[src/sat_pkg.sv]
`timescale 1ns / 1ps
// shared types and codes for the sorted array table
// no dependencies
package sat_pkg;

    localparam int CFG_W = 9;

    localparam logic [1:0] KIND_INSERT     = 2'd0;
    localparam logic [1:0] KIND_LOOKUP     = 2'd1;
    localparam logic [1:0] KIND_REMOVE_IDX = 2'd2;
    localparam logic [1:0] KIND_REMOVE_KEY = 2'd3;

    localparam logic [1:0] ST_OK        = 2'd0;
    localparam logic [1:0] ST_FULL      = 2'd1;
    localparam logic [1:0] ST_BAD_INDEX = 2'd2;
    localparam logic [1:0] ST_NOT_FOUND = 2'd3;

    typedef enum logic [2:0] {
        POS_HOLD,
        POS_COUNT,
        POS_INDEX,
        POS_ZERO,
        POS_INC,
        POS_DEC
    } pos_sel_t;

    typedef enum logic [1:0] {
        RD_POS_M1,
        RD_POS,
        RD_POS_P1,
        RD_INDEX
    } rd_sel_t;

    typedef enum logic {
        WR_KEY,
        WR_RDATA
    } wr_sel_t;

    typedef struct packed {
        logic       load;
        pos_sel_t   pos_sel;
        logic       rd_en;
        rd_sel_t    rd_sel;
        logic       wr_en;
        wr_sel_t    wr_sel;
        logic       cnt_inc;
        logic       cnt_dec;
        logic       finish;
        logic [1:0] fin_status;
        logic       fin_entry;
    } cmd_t;

    typedef struct packed {
        logic [1:0] kind;
        logic       full;
        logic       bad_index;
        logic       pos_zero;
        logic       pos_end;
        logic       pos_last;
        logic       rdata_ge;
        logic       rdata_eq;
    } stat_t;

endpackage

[src/sat_ctrl.sv]
`timescale 1ns / 1ps
// request sequencer for the sorted array table
// depends on sat_pkg; drives sat_dp through cmd_t, reads stat_t
module sat_ctrl
    import sat_pkg::*;
(
    input  logic  clk,
    input  logic  rst_n,
    input  logic  start,
    input  stat_t stat,
    output cmd_t  cmd,
    output logic  busy
);

    localparam logic [3:0] S_IDLE   = 4'd0;
    localparam logic [3:0] S_CHECK  = 4'd1;
    localparam logic [3:0] S_INS_RD = 4'd2;
    localparam logic [3:0] S_INS_EV = 4'd3;
    localparam logic [3:0] S_LK_EV  = 4'd4;
    localparam logic [3:0] S_FD_RD  = 4'd5;
    localparam logic [3:0] S_FD_EV  = 4'd6;
    localparam logic [3:0] S_SH_RD  = 4'd7;
    localparam logic [3:0] S_SH_EV  = 4'd8;

    logic [3:0] state_reg;
    logic [3:0] state_next;

    always_ff @(posedge clk or negedge rst_n)
    begin
        if (!rst_n)
        begin
            state_reg <= S_IDLE;
        end
        else
        begin
            state_reg <= state_next;
        end
    end

    assign busy = (state_reg != S_IDLE);

    always_comb
    begin
        state_next     = state_reg;
        cmd            = '0;
        cmd.pos_sel    = POS_HOLD;
        cmd.rd_sel     = RD_POS;
        cmd.wr_sel     = WR_KEY;
        cmd.fin_status = ST_OK;
        unique case (state_reg)
            S_IDLE:
            begin
                if (start)
                begin
                    cmd.load   = 1'b1;
                    state_next = S_CHECK;
                end
            end
            S_CHECK:
            begin
                unique case (stat.kind)
                    KIND_INSERT:
                    begin
                        if (stat.full)
                        begin
                            cmd.finish     = 1'b1;
                            cmd.fin_status = ST_FULL;
                            state_next     = S_IDLE;
                        end
                        else
                        begin
                            cmd.pos_sel = POS_COUNT;
                            state_next  = S_INS_RD;
                        end
                    end
                    KIND_LOOKUP:
                    begin
                        if (stat.bad_index)
                        begin
                            cmd.finish     = 1'b1;
                            cmd.fin_status = ST_BAD_INDEX;
                            state_next     = S_IDLE;
                        end
                        else
                        begin
                            cmd.rd_en  = 1'b1;
                            cmd.rd_sel = RD_INDEX;
                            state_next = S_LK_EV;
                        end
                    end
                    KIND_REMOVE_IDX:
                    begin
                        if (stat.bad_index)
                        begin
                            cmd.finish     = 1'b1;
                            cmd.fin_status = ST_BAD_INDEX;
                            state_next     = S_IDLE;
                        end
                        else
                        begin
                            cmd.pos_sel = POS_INDEX;
                            state_next  = S_SH_RD;
                        end
                    end
                    default:
                    begin
                        cmd.pos_sel = POS_ZERO;
                        state_next  = S_FD_RD;
                    end
                endcase
            end
            S_INS_RD:
            begin
                if (stat.pos_zero)
                begin
                    // bottom reached: the new key lands at position zero
                    cmd.wr_en   = 1'b1;
                    cmd.cnt_inc = 1'b1;
                    cmd.finish  = 1'b1;
                    state_next  = S_IDLE;
                end
                else
                begin
                    cmd.rd_en  = 1'b1;
                    cmd.rd_sel = RD_POS_M1;
                    state_next = S_INS_EV;
                end
            end
            S_INS_EV:
            begin
                if (stat.rdata_ge)
                begin
                    // stored key not less than new key moves up one slot
                    cmd.wr_en   = 1'b1;
                    cmd.wr_sel  = WR_RDATA;
                    cmd.pos_sel = POS_DEC;
                    state_next  = S_INS_RD;
                end
                else
                begin
                    cmd.wr_en   = 1'b1;
                    cmd.cnt_inc = 1'b1;
                    cmd.finish  = 1'b1;
                    state_next  = S_IDLE;
                end
            end
            S_LK_EV:
            begin
                cmd.finish    = 1'b1;
                cmd.fin_entry = 1'b1;
                state_next    = S_IDLE;
            end
            S_FD_RD:
            begin
                if (stat.pos_end)
                begin
                    cmd.finish     = 1'b1;
                    cmd.fin_status = ST_NOT_FOUND;
                    state_next     = S_IDLE;
                end
                else
                begin
                    cmd.rd_en  = 1'b1;
                    cmd.rd_sel = RD_POS;
                    state_next = S_FD_EV;
                end
            end
            S_FD_EV:
            begin
                if (stat.rdata_eq)
                begin
                    state_next = S_SH_RD;
                end
                else
                begin
                    cmd.pos_sel = POS_INC;
                    state_next  = S_FD_RD;
                end
            end
            S_SH_RD:
            begin
                if (stat.pos_last)
                begin
                    cmd.cnt_dec = 1'b1;
                    cmd.finish  = 1'b1;
                    state_next  = S_IDLE;
                end
                else
                begin
                    cmd.rd_en  = 1'b1;
                    cmd.rd_sel = RD_POS_P1;
                    state_next = S_SH_EV;
                end
            end
            S_SH_EV:
            begin
                // close the gap one entry at a time
                cmd.wr_en   = 1'b1;
                cmd.wr_sel  = WR_RDATA;
                cmd.pos_sel = POS_INC;
                state_next  = S_SH_RD;
            end
            default:
            begin
                state_next = S_IDLE;
            end
        endcase
    end

endmodule

[config.mk]
export PLATFORM = sky130hd
export DESIGN_NAME = sat_ctrl
export DESIGN_NICKNAME = d
export VERILOG_FILES = /design/src/sat_pkg.sv /design/src/sat_ctrl.sv
export SDC_FILE = /design/constraint.sdc
export NUM_CORES = 1
export LEC_CHECK = 0
export BUFFER_PORTS_ARGS = -buffer_cell sky130_fd_sc_hd__buf_2
export CAP_MARGIN = 10
export CORE_MARGIN = 2
export CORE_UTILIZATION = 35
export CTS_CLUSTER_DIAMETER = 200
export DETAILED_ROUTE_END_ITERATION = 8
export SYNTH_ARGS = -nofsm -noshare
export SYNTH_HDL_FRONTEND = slang
export SYNTH_SLANG_ARGS = --single-unit
[constraint.sdc]
create_clock -name clk -period 1.52 [get_ports clk]
set_input_delay 0.228 -clock clk [delete_from_list [all_inputs] [get_ports clk]]
set_output_delay 0.228 -clock clk [all_outputs]
set_load 0.02 [all_outputs]
==> summary.md, run 1 <==
| Metric | Value |
|---|---|
| Net count after synthesis | `103` |
| Row cnt | `15` |
| Post-layout minimum cycle time | `1.77 ns` |
| Clock Skews | `0.00314 ns` |
| Final worst slack | `-0.245 ns` |
| Synth Area in Compound Gates | `30.0%` |
| Most common cell after layout, fill and taps aside | `buf_4` |
| DRT antenna net count | `0` |
| Overflow after GRT | `0` |
| Largest family of logic cells by synthesized area | `simple AND/OR/NAND/NOR gates` |
| Largest register FFs | `4` |
| Sequential fraction of the synthesis area | `16.3%` |
| Worst setup SP type | `register` |
| Number of global-route vias before repair | `780` |
| Max Cap Viol | `0` |
| Via density | `5.39` |
| Sequential Power Share | `8.7%` |
| Final Util | `71.9%` |
| Int Pwr | `1220 uW` |
| Reg2reg path depth | `6` |
| Clock share of power | `6.0%` |
| Final hold slack | `0.327 ns` |
| Setup CP Type | `register to output pin` |
| CTS max path bufs | `2` |
| Area Overhead vs Synth | `98.2%` |
| GR Util met1 | `26.5%` |
| N_diodes | `0` |
| Sw Ratio | `44.5%` |
| M3 GR Usage | `2.78%` |
| Unrepaired setup endpoints after global routing | `yes` |
| Worst skew pair latency | `0.23 ns` |
| Multiplexer share of the synthesized area | `0%` |
| Synth top area cells | `dfrtp_1, o21ai_0, ha_1` |
| Drt wl/cell | `14.4 um` |
| Vias | `873` |
| Synthesized area | `613 um2` |
| Clock buffer count from CTS | `3` |
| Synth top area share | `16.3%` |
| Final hold vios | `0` |
| GR peak layer | `met2` |
| Syn Inst Count | `87` |
| CP Capture Type | `output pin` |
| Initial Util | `36.3%` |
| Critical Path AT | `1.54 ns` |
| Relative slew slack | `78.1%` |
| Flops & latches, synth | `4` |
| PD cells | `1810 mW/mm2` |
| Max Slew Vio Count | `0` |
| Maximum vdd drop | `0.998 mV` |
| Synth Area in Adders | `8.16%` |
| Die area | `0.00210 mm2` |
| Gpl congestion | `0.838` |
| Core area | `0.00169 mm2` |
| PortBufs | `27` |
| Cell taking the most area after synthesis | `dfrtp_1` |
| Routed WL | `2340 um` |
| Router iterations before antenna repair | `4` |
| Final net count | `163` |
| Clock-pin slew on the worst setup and hold paths | `0.04 ns` |
| Largest net degree at the start of global routing | `11` |
| Reg-to-reg slack, setup | `0.03 ns` |
| First-pass GRT wire length | `3370 um` |
| Post-Synth XOR/XNOR Area | `0%` |
| Synth Area in Simple Gates | `35.7%` |
| Num ports | `28` |
| CTS tree | `yes` |
| H-tree levels | `1` |
| Share of layout cells above drive strength 1 | `60.7%` |
| Die width | `45.9 um` |
| Comb pwr share | `85.4%` |
| Commonest cells after routing, fill and taps aside | `buf_4, buf_6, buf_2` |
| Initial antenna violation count | `0` |
| Distinct cell type count after synthesis | `31` |
| DRC viols | `0` |
| Worst-path fanout max | `6` |
| Drt first-iter violations | `22` |
| Tightest Pin Transition | `0.328 ns` |
| Die height | `45.9 um` |
| Detail Placement HPWL | `1490 um` |
| Switch Pwr | `977 uW` |
| Reg2reg start | `state_reg[0]$_DFFE_PN0P_` |
| Status | `finished with violations` |
| GRT met2 Usage | `40.0%` |
| Violated checks | `setup timing` |
| Fmax | `567 MHz` |
| All-layer global routing usage | `22.1%` |
| Final setup viols | `16` |
| R2R Path End | `state_reg[1]$_DFFE_PN0P_` |
| Pre-CTS setup slack | `-0.0333 ns` |
| Synth warn | `0` |
| Leak | `0.000607 uW` |
| Mapped Avg Cell Area | `7.05 um2` |
| Sink Count | `4` |
| # fillers | `132` |
| Final period util | `116%` |
| Root Driver | `clkbuf_4` |
| Min-Delay Path Class | `primary input to async pin` |
| Required time at the worst-slack endpoint | `1.29 ns` |
-- cells by family after synthesis --
kind of cell | after synthesis
simple gates | 37
compound gates | 29
buf+inv | 13
fa+ha+maj | 4
flops | 4
-- power groups by stage --
| stage | registers, uW | logic, uW | clock network (uW) |
|---|---|---|---|
| 2_1_floorplan | 183 | 685 | 0 |
| 6_report | 190 | 1870 | 131 |
| 5_1_grt | 198 | 1980 | 139 |
| 3_3_place_gp | 178 | 1170 | 0 |
| 4_1_cts | 188 | 1520 | 136 |
| 3_5_place_dp | 178 | 1190 | 0 |
-- Yosys cell counts --
cell / number
a31o_2: 1
nand2b_1: 1
o221ai_1: 1
inv_1: 9
nand4b_1: 1
nor2b_2: 1
a21oi_4: 1
nand2_1: 6
o21ai_0: 12
o2111ai_1: 1
nor2_1: 9
nor2b_1: 4
a21oi_1: 7
o211ai_1: 2
and3_1: 4
nor3b_1: 1
buf_6: 1
ha_1: 4
a22oi_1: 1
or3b_4: 1
o2bb2ai_1: 1
o21bai_1: 2
and2_1: 2
nand4_1: 1
and4b_4: 1
nand2b_2: 1
and4_1: 1
buf_2: 3
nor3_1: 2
nor3_2: 1
dfrtp_1: 4
-- cell type report --
type | instances | area (um2) | area share, %
Sequential cell | 4 | 103 | 8.44
Tap cell | 17 | 21.3 | 1.75
Inverter | 9 | 33.8 | 2.78
Clock buffer | 3 | 22.5 | 1.85
Multi-Input combinational cell | 70 | 552 | 45.4
Timing Repair Buffer | 59 | 483 | 39.8
-- repair_timing --
action	in CTS	in global routing
setup buffers	8	5
endpoints found under the hold margin	4	0
gates resized for setup	40	25
hold buffers	1	0
setup endpoints to repair	16	17
pin swaps	6	6
-- layer usage --
layer	vias up	routed length (um)
met5	-	0
met1	409	950
met3	2	106
li1	424	-
met2	38	1270
met4	0	9
-- how the worst max path moves through the flow --
| stage | cells after the start | slack [ns] | to | from |
|---|---|---|---|---|
| 2_1_floorplan | 4 | -0.06 | cmd[1] | state_reg[1]$_DFFE_PN0P_ |
| 3_3_place_gp | 5 | -0.02 | cmd[3] | state_reg[2]$_DFFE_PN0P_ |
| 3_5_place_dp | 5 | -0.03 | cmd[3] | state_reg[1]$_DFFE_PN0P_ |
| 4_1_cts | 5 | -0.22 | cmd[3] | state_reg[0]$_DFFE_PN0P_ |
| 5_1_grt | 5 | -0.29 | cmd[3] | state_reg[0]$_DFFE_PN0P_ |
| 6_report | 5 | -0.25 | cmd[3] | state_reg[0]$_DFFE_PN0P_ |
-- per-stage QoR --
stage / std cells / setup TNS (ns) / power (uW) / instance area [um2]
after global placement: 145 / -0.0250 / 1350 / 882
after CTS: 157 / -1.88 / 1840 / 1090
after detailed placement: 145 / -0.0333 / 1370 / 882
after floorplan: 87 / -0.118 / 868 / 617
final: 162 / -2.25 / 2190 / 1210
after global routing: 162 / -3.09 / 2320 / 1210
-- worst max-delay path, stage by stage (launching register included) --
cell and delay [ns]:
dfrtp_2 0.43, buf_6 0.14, and3_1 0.19, o21ai_0 0.22, o2111ai_1 0.14, buf_4 0.18
No activity file was read; power rests on OpenSTA's default activity.
==> run 2, diff against run 1 <==
--- a/config.mk
+++ b/config.mk
@@ -5,6 +5,7 @@
 export SDC_FILE = /design/constraint.sdc
 export NUM_CORES = 1
 export LEC_CHECK = 0
+export ABC_AREA = 1
 export BUFFER_PORTS_ARGS = -buffer_cell sky130_fd_sc_hd__buf_2
 export CAP_MARGIN = 10
 export CORE_MARGIN = 2
==> summary.md, run 2 <==
| Metric | Value |
|---|---|
| Final setup viols | `13 (-3)` |
| Root Driver | `clkbuf_4` |
| Placed instance count | `140 (-3.4%)` |
| Synth Area in Adders | `8.71% (+0.55 points)` |
| Mapped Avg Cell Area | `5.98 um2 (-15%)` |
| Required time at the worst-slack endpoint | `1.29 ns (about the same)` |
| Initial Util | `37.7% (+1.4 points)` |
| H-tree levels | `1 (unchanged)` |
| Post-Synth XOR/XNOR Area | `0% (unchanged)` |
| Reg2reg path depth | `7 (+1)` |
| Router iterations before antenna repair | `4 (unchanged)` |
| Unrepaired setup endpoints after global routing | `yes` |
| Synth top area cells | `nand2_1, dfrtp_1, inv_1` |
| Final worst slack | `-0.131 ns (+0.114 ns)` |
| EDFF count, synth | `0 (unchanged)` |
| Final hold vios | `0 (unchanged)` |
| Detail Placement HPWL | `1250 um (-16%)` |
| Clock buffer count from CTS | `3 (unchanged)` |
| Flops & latches, synth | `4 (unchanged)` |
| Reg-to-reg slack, setup | `0.21 ns (+0.18 ns)` |
| Syn Inst Count | `96 (+10%)` |
| Net count after synthesis | `112 (+8.7%)` |
| Fmax | `606 MHz (+6.9%)` |
| Die height | `44.5 um (-2.9%)` |
| Worst setup SP type | `register` |
| CTS max path bufs | `2 (unchanged)` |
| Violated checks | `setup timing` |
| Crit path to | `cmd[3]` |
| CP Capture Type | `output pin` |
| Largest register FFs | `4 (unchanged)` |
| Final net count | `151 (-7.4%)` |
| Relative slew slack | `84.4% (+6.2 points)` |
| Maximum vdd drop | `0.848 mV (-15%)` |
| Drt first-iter violations | `16 (-27%)` |
| Sink Count | `4 (unchanged)` |
| N_diodes | `0 (unchanged)` |
| DRC viols | `0 (unchanged)` |
| Min-Delay Path Class | `primary input to register` |
| Final period util | `109% (-7.5 points)` |
| CP cell instances | `buf_4 > nand2_1 > nor2_2 > nand2_1 > nand2_1 > nor2_1 > nand2_1 > buf_6` |
| Vias | `705 (-19%)` |
| All-layer global routing usage | `16.9% (-5.2 points)` |
| Distinct cell type count after synthesis | `20 (-35%)` |
| Tightest Pin Transition | `0.234 ns (-0.0934 ns)` |
| Cell taking the most area after synthesis | `nand2_1` |
| Multiplexer share of the synthesized area | `0% (unchanged)` |
| Num ports | `28 (unchanged)` |
| Gpl congestion | `0.796 (-5.0%)` |
| Most common cell after layout, fill and taps aside | `nand2_1` |
| Initial antenna violation count | `0 (unchanged)` |
| Worst-path fanout max | `3 (-3)` |
| Status | `finished with violations` |
| Clock-pin slew on the worst setup and hold paths | `0.04 ns (about the same)` |
| Via density | `4.73 (-12%)` |
| Final Util | `58.4% (-14 points)` |
| Synth Area in Compound Gates | `12.4% (-18 points)` |
| CP most frequent cell | `nand2_1` |
| Post-layout minimum cycle time | `1.65 ns (-0.114 ns)` |
| Synth Area in Simple Gates | `48.4% (+13 points)` |
| Max Cap Viol | `0 (unchanged)` |
| Synth top area share | `17.6% (+1.3 points)` |
| Reg2reg start | `state_reg[1]$_DFFE_PN0P_` |
| Setup CP Type | `register to output pin` |
| Clock Skews | `0.00956 ns (+0.00642 ns)` |
| DRT antenna net count | `0 (unchanged)` |
| Number of global-route vias before repair | `609 (-22%)` |
| Largest family of logic cells by synthesized area | `simple AND/OR/NAND/NOR gates` |
| Critical path's slowest cell | `dfrtp_1` |
| Setup crit start | `state_reg[2]$_DFFE_PN0P_` |
| Overflow after GRT | `0 (unchanged)` |
| PortBufs | `27 (unchanged)` |
| First-pass GRT wire length | `2500 um (-26%)` |
| Area Overhead vs Synth | `54.9%` |
| Die area | `0.00198 mm2 (-5.8%)` |
| PD cells | `1410 mW/mm2 (-22%)` |
| Drt wl/cell | `10.4 um (-28%)` |
| Setup TNS | `-0.897 ns (+1.36 ns)` |
| Ys flop type | `dfrtp_1` |
| Share of layout cells above drive strength 1 | `47.4% (-13 points)` |
| Most frequent cells after synthesis | `nand2_1, inv_1, nor2_1` |
| Routed WL | `1550 um (-34%)` |
| Commonest cells after routing, fill and taps aside | `nand2_1, buf_2, inv_1` |
| Synthesized area | `574 um2 (-6.3%)` |
| Leak | `0.000529 uW (-13%)` |
| Die width | `44.5 um (-2.9%)` |
| Worst skew pair latency | `0.24 ns (about the same)` |
| Layout Cells excl Fill | `149 (-8.0%)` |
| Sequential fraction of the synthesis area | `17.4% (+1.1 points)` |
| Max Slew Vio Count | `0 (unchanged)` |
| Largest net degree at the start of global routing | `8 (-3)` |
| R2R Path End | `state_reg[2]$_DFFE_PN0P_` |
| CTS tree | `yes` |
| CP peak stage delay | `0.40 ns (-0.03 ns)` |
| Row cnt | `14 (-1)` |
| Core area | `0.00152 mm2 (-9.8%)` |
| Critical Path AT | `1.42 ns (-0.12 ns)` |
| Synth warn | `0 (unchanged)` |
| Async set-or-reset flop fraction in the synthesized netlist | `100% (unchanged)` |
| Most frequent cell after synthesis | `nand2_1` |
-- run 2: area by class of cell --
cell class	instances	area (um2)
Inverter	20	75.1
Clock buffer	3	22.5
Multi-Input combinational cell	72	438
Sequential cell	4	103
Fill cell	159	634
Tap cell	16	20.0
Timing Repair Buffer	34	231
-- run 2: cell families after synthesis --
group,count (synthesis)
buffers and inverters,20
flip-flops,4
AND/OR/NAND/NOR,57
AO/OA/AOI/OAI,11
adder cells (fa/ha/maj),4
-- run 2: worst min-delay path by stage --
stage | from | endpoint | slack (ns) | cells past startpoint
after floorplan | rst_n | state_reg[0]$_DFFE_PN0P_ | -0.07 | 0
after global placement | rst_n | state_reg[1]$_DFFE_PN0P_ | 0.03 | 1
after detailed placement | rst_n | state_reg[3]$_DFFE_PN0P_ | 0.04 | 1
after CTS | stat[2] | state_reg[3]$_DFFE_PN0P_ | 0.17 | 2
after global routing | start | state_reg[0]$_DFFE_PN0P_ | 0.28 | 3
final | start | state_reg[0]$_DFFE_PN0P_ | 0.25 | 3
-- run 2: critical path, delay by kind of cell, from the launching register on --
kind                   cells  cell delay (ns)
buffers and inverters      2             0.29
and+or+nand+nor            6             0.50
DFF                        1             0.40
-- run 2: metrics by stage --
step	power, uW	setup slack, ns	instance area, um2	hold WS, ns
after floorplan	724	0.0332	574	-0.0676
after global placement	940	0.0856	737	0.0329
after detailed placement	939	0.0711	737	0.0368
after CTS	1150	-0.149	812	0.173
after global routing	1360	-0.232	890	0.276
final	1260	-0.131	890	0.254
-- run 2: what timing repair did --
action,CTS,global route
endpoints found under the setup margin,13,15
gates resized for setup,12,14
hold endpoints to repair,4,0
setup buffers,1,4
gates cloned,0,0
pin swaps,3,3
hold buffers,1,0
-- run 2: where the power goes --
group	total, uW	internal [uW]	switching [uW]
clock	133	88.3	44.3
combinational	929	382	548
sequential	193	141	52.2
-- run 2: routing by layer --
| layer | GRT usage (%) | up-vias | part of all wire (%) |
|---|---|---|---|
| met2 | 25.2 | 20 | 48 |
| met4 | 7.27 | 0 | 0 |
| li1 | - | 373 | - |
| met3 | 2.45 | 0 | 5.4 |
| met5 | 0 | - | 0 |
| met1 | 23.8 | 312 | 47 |
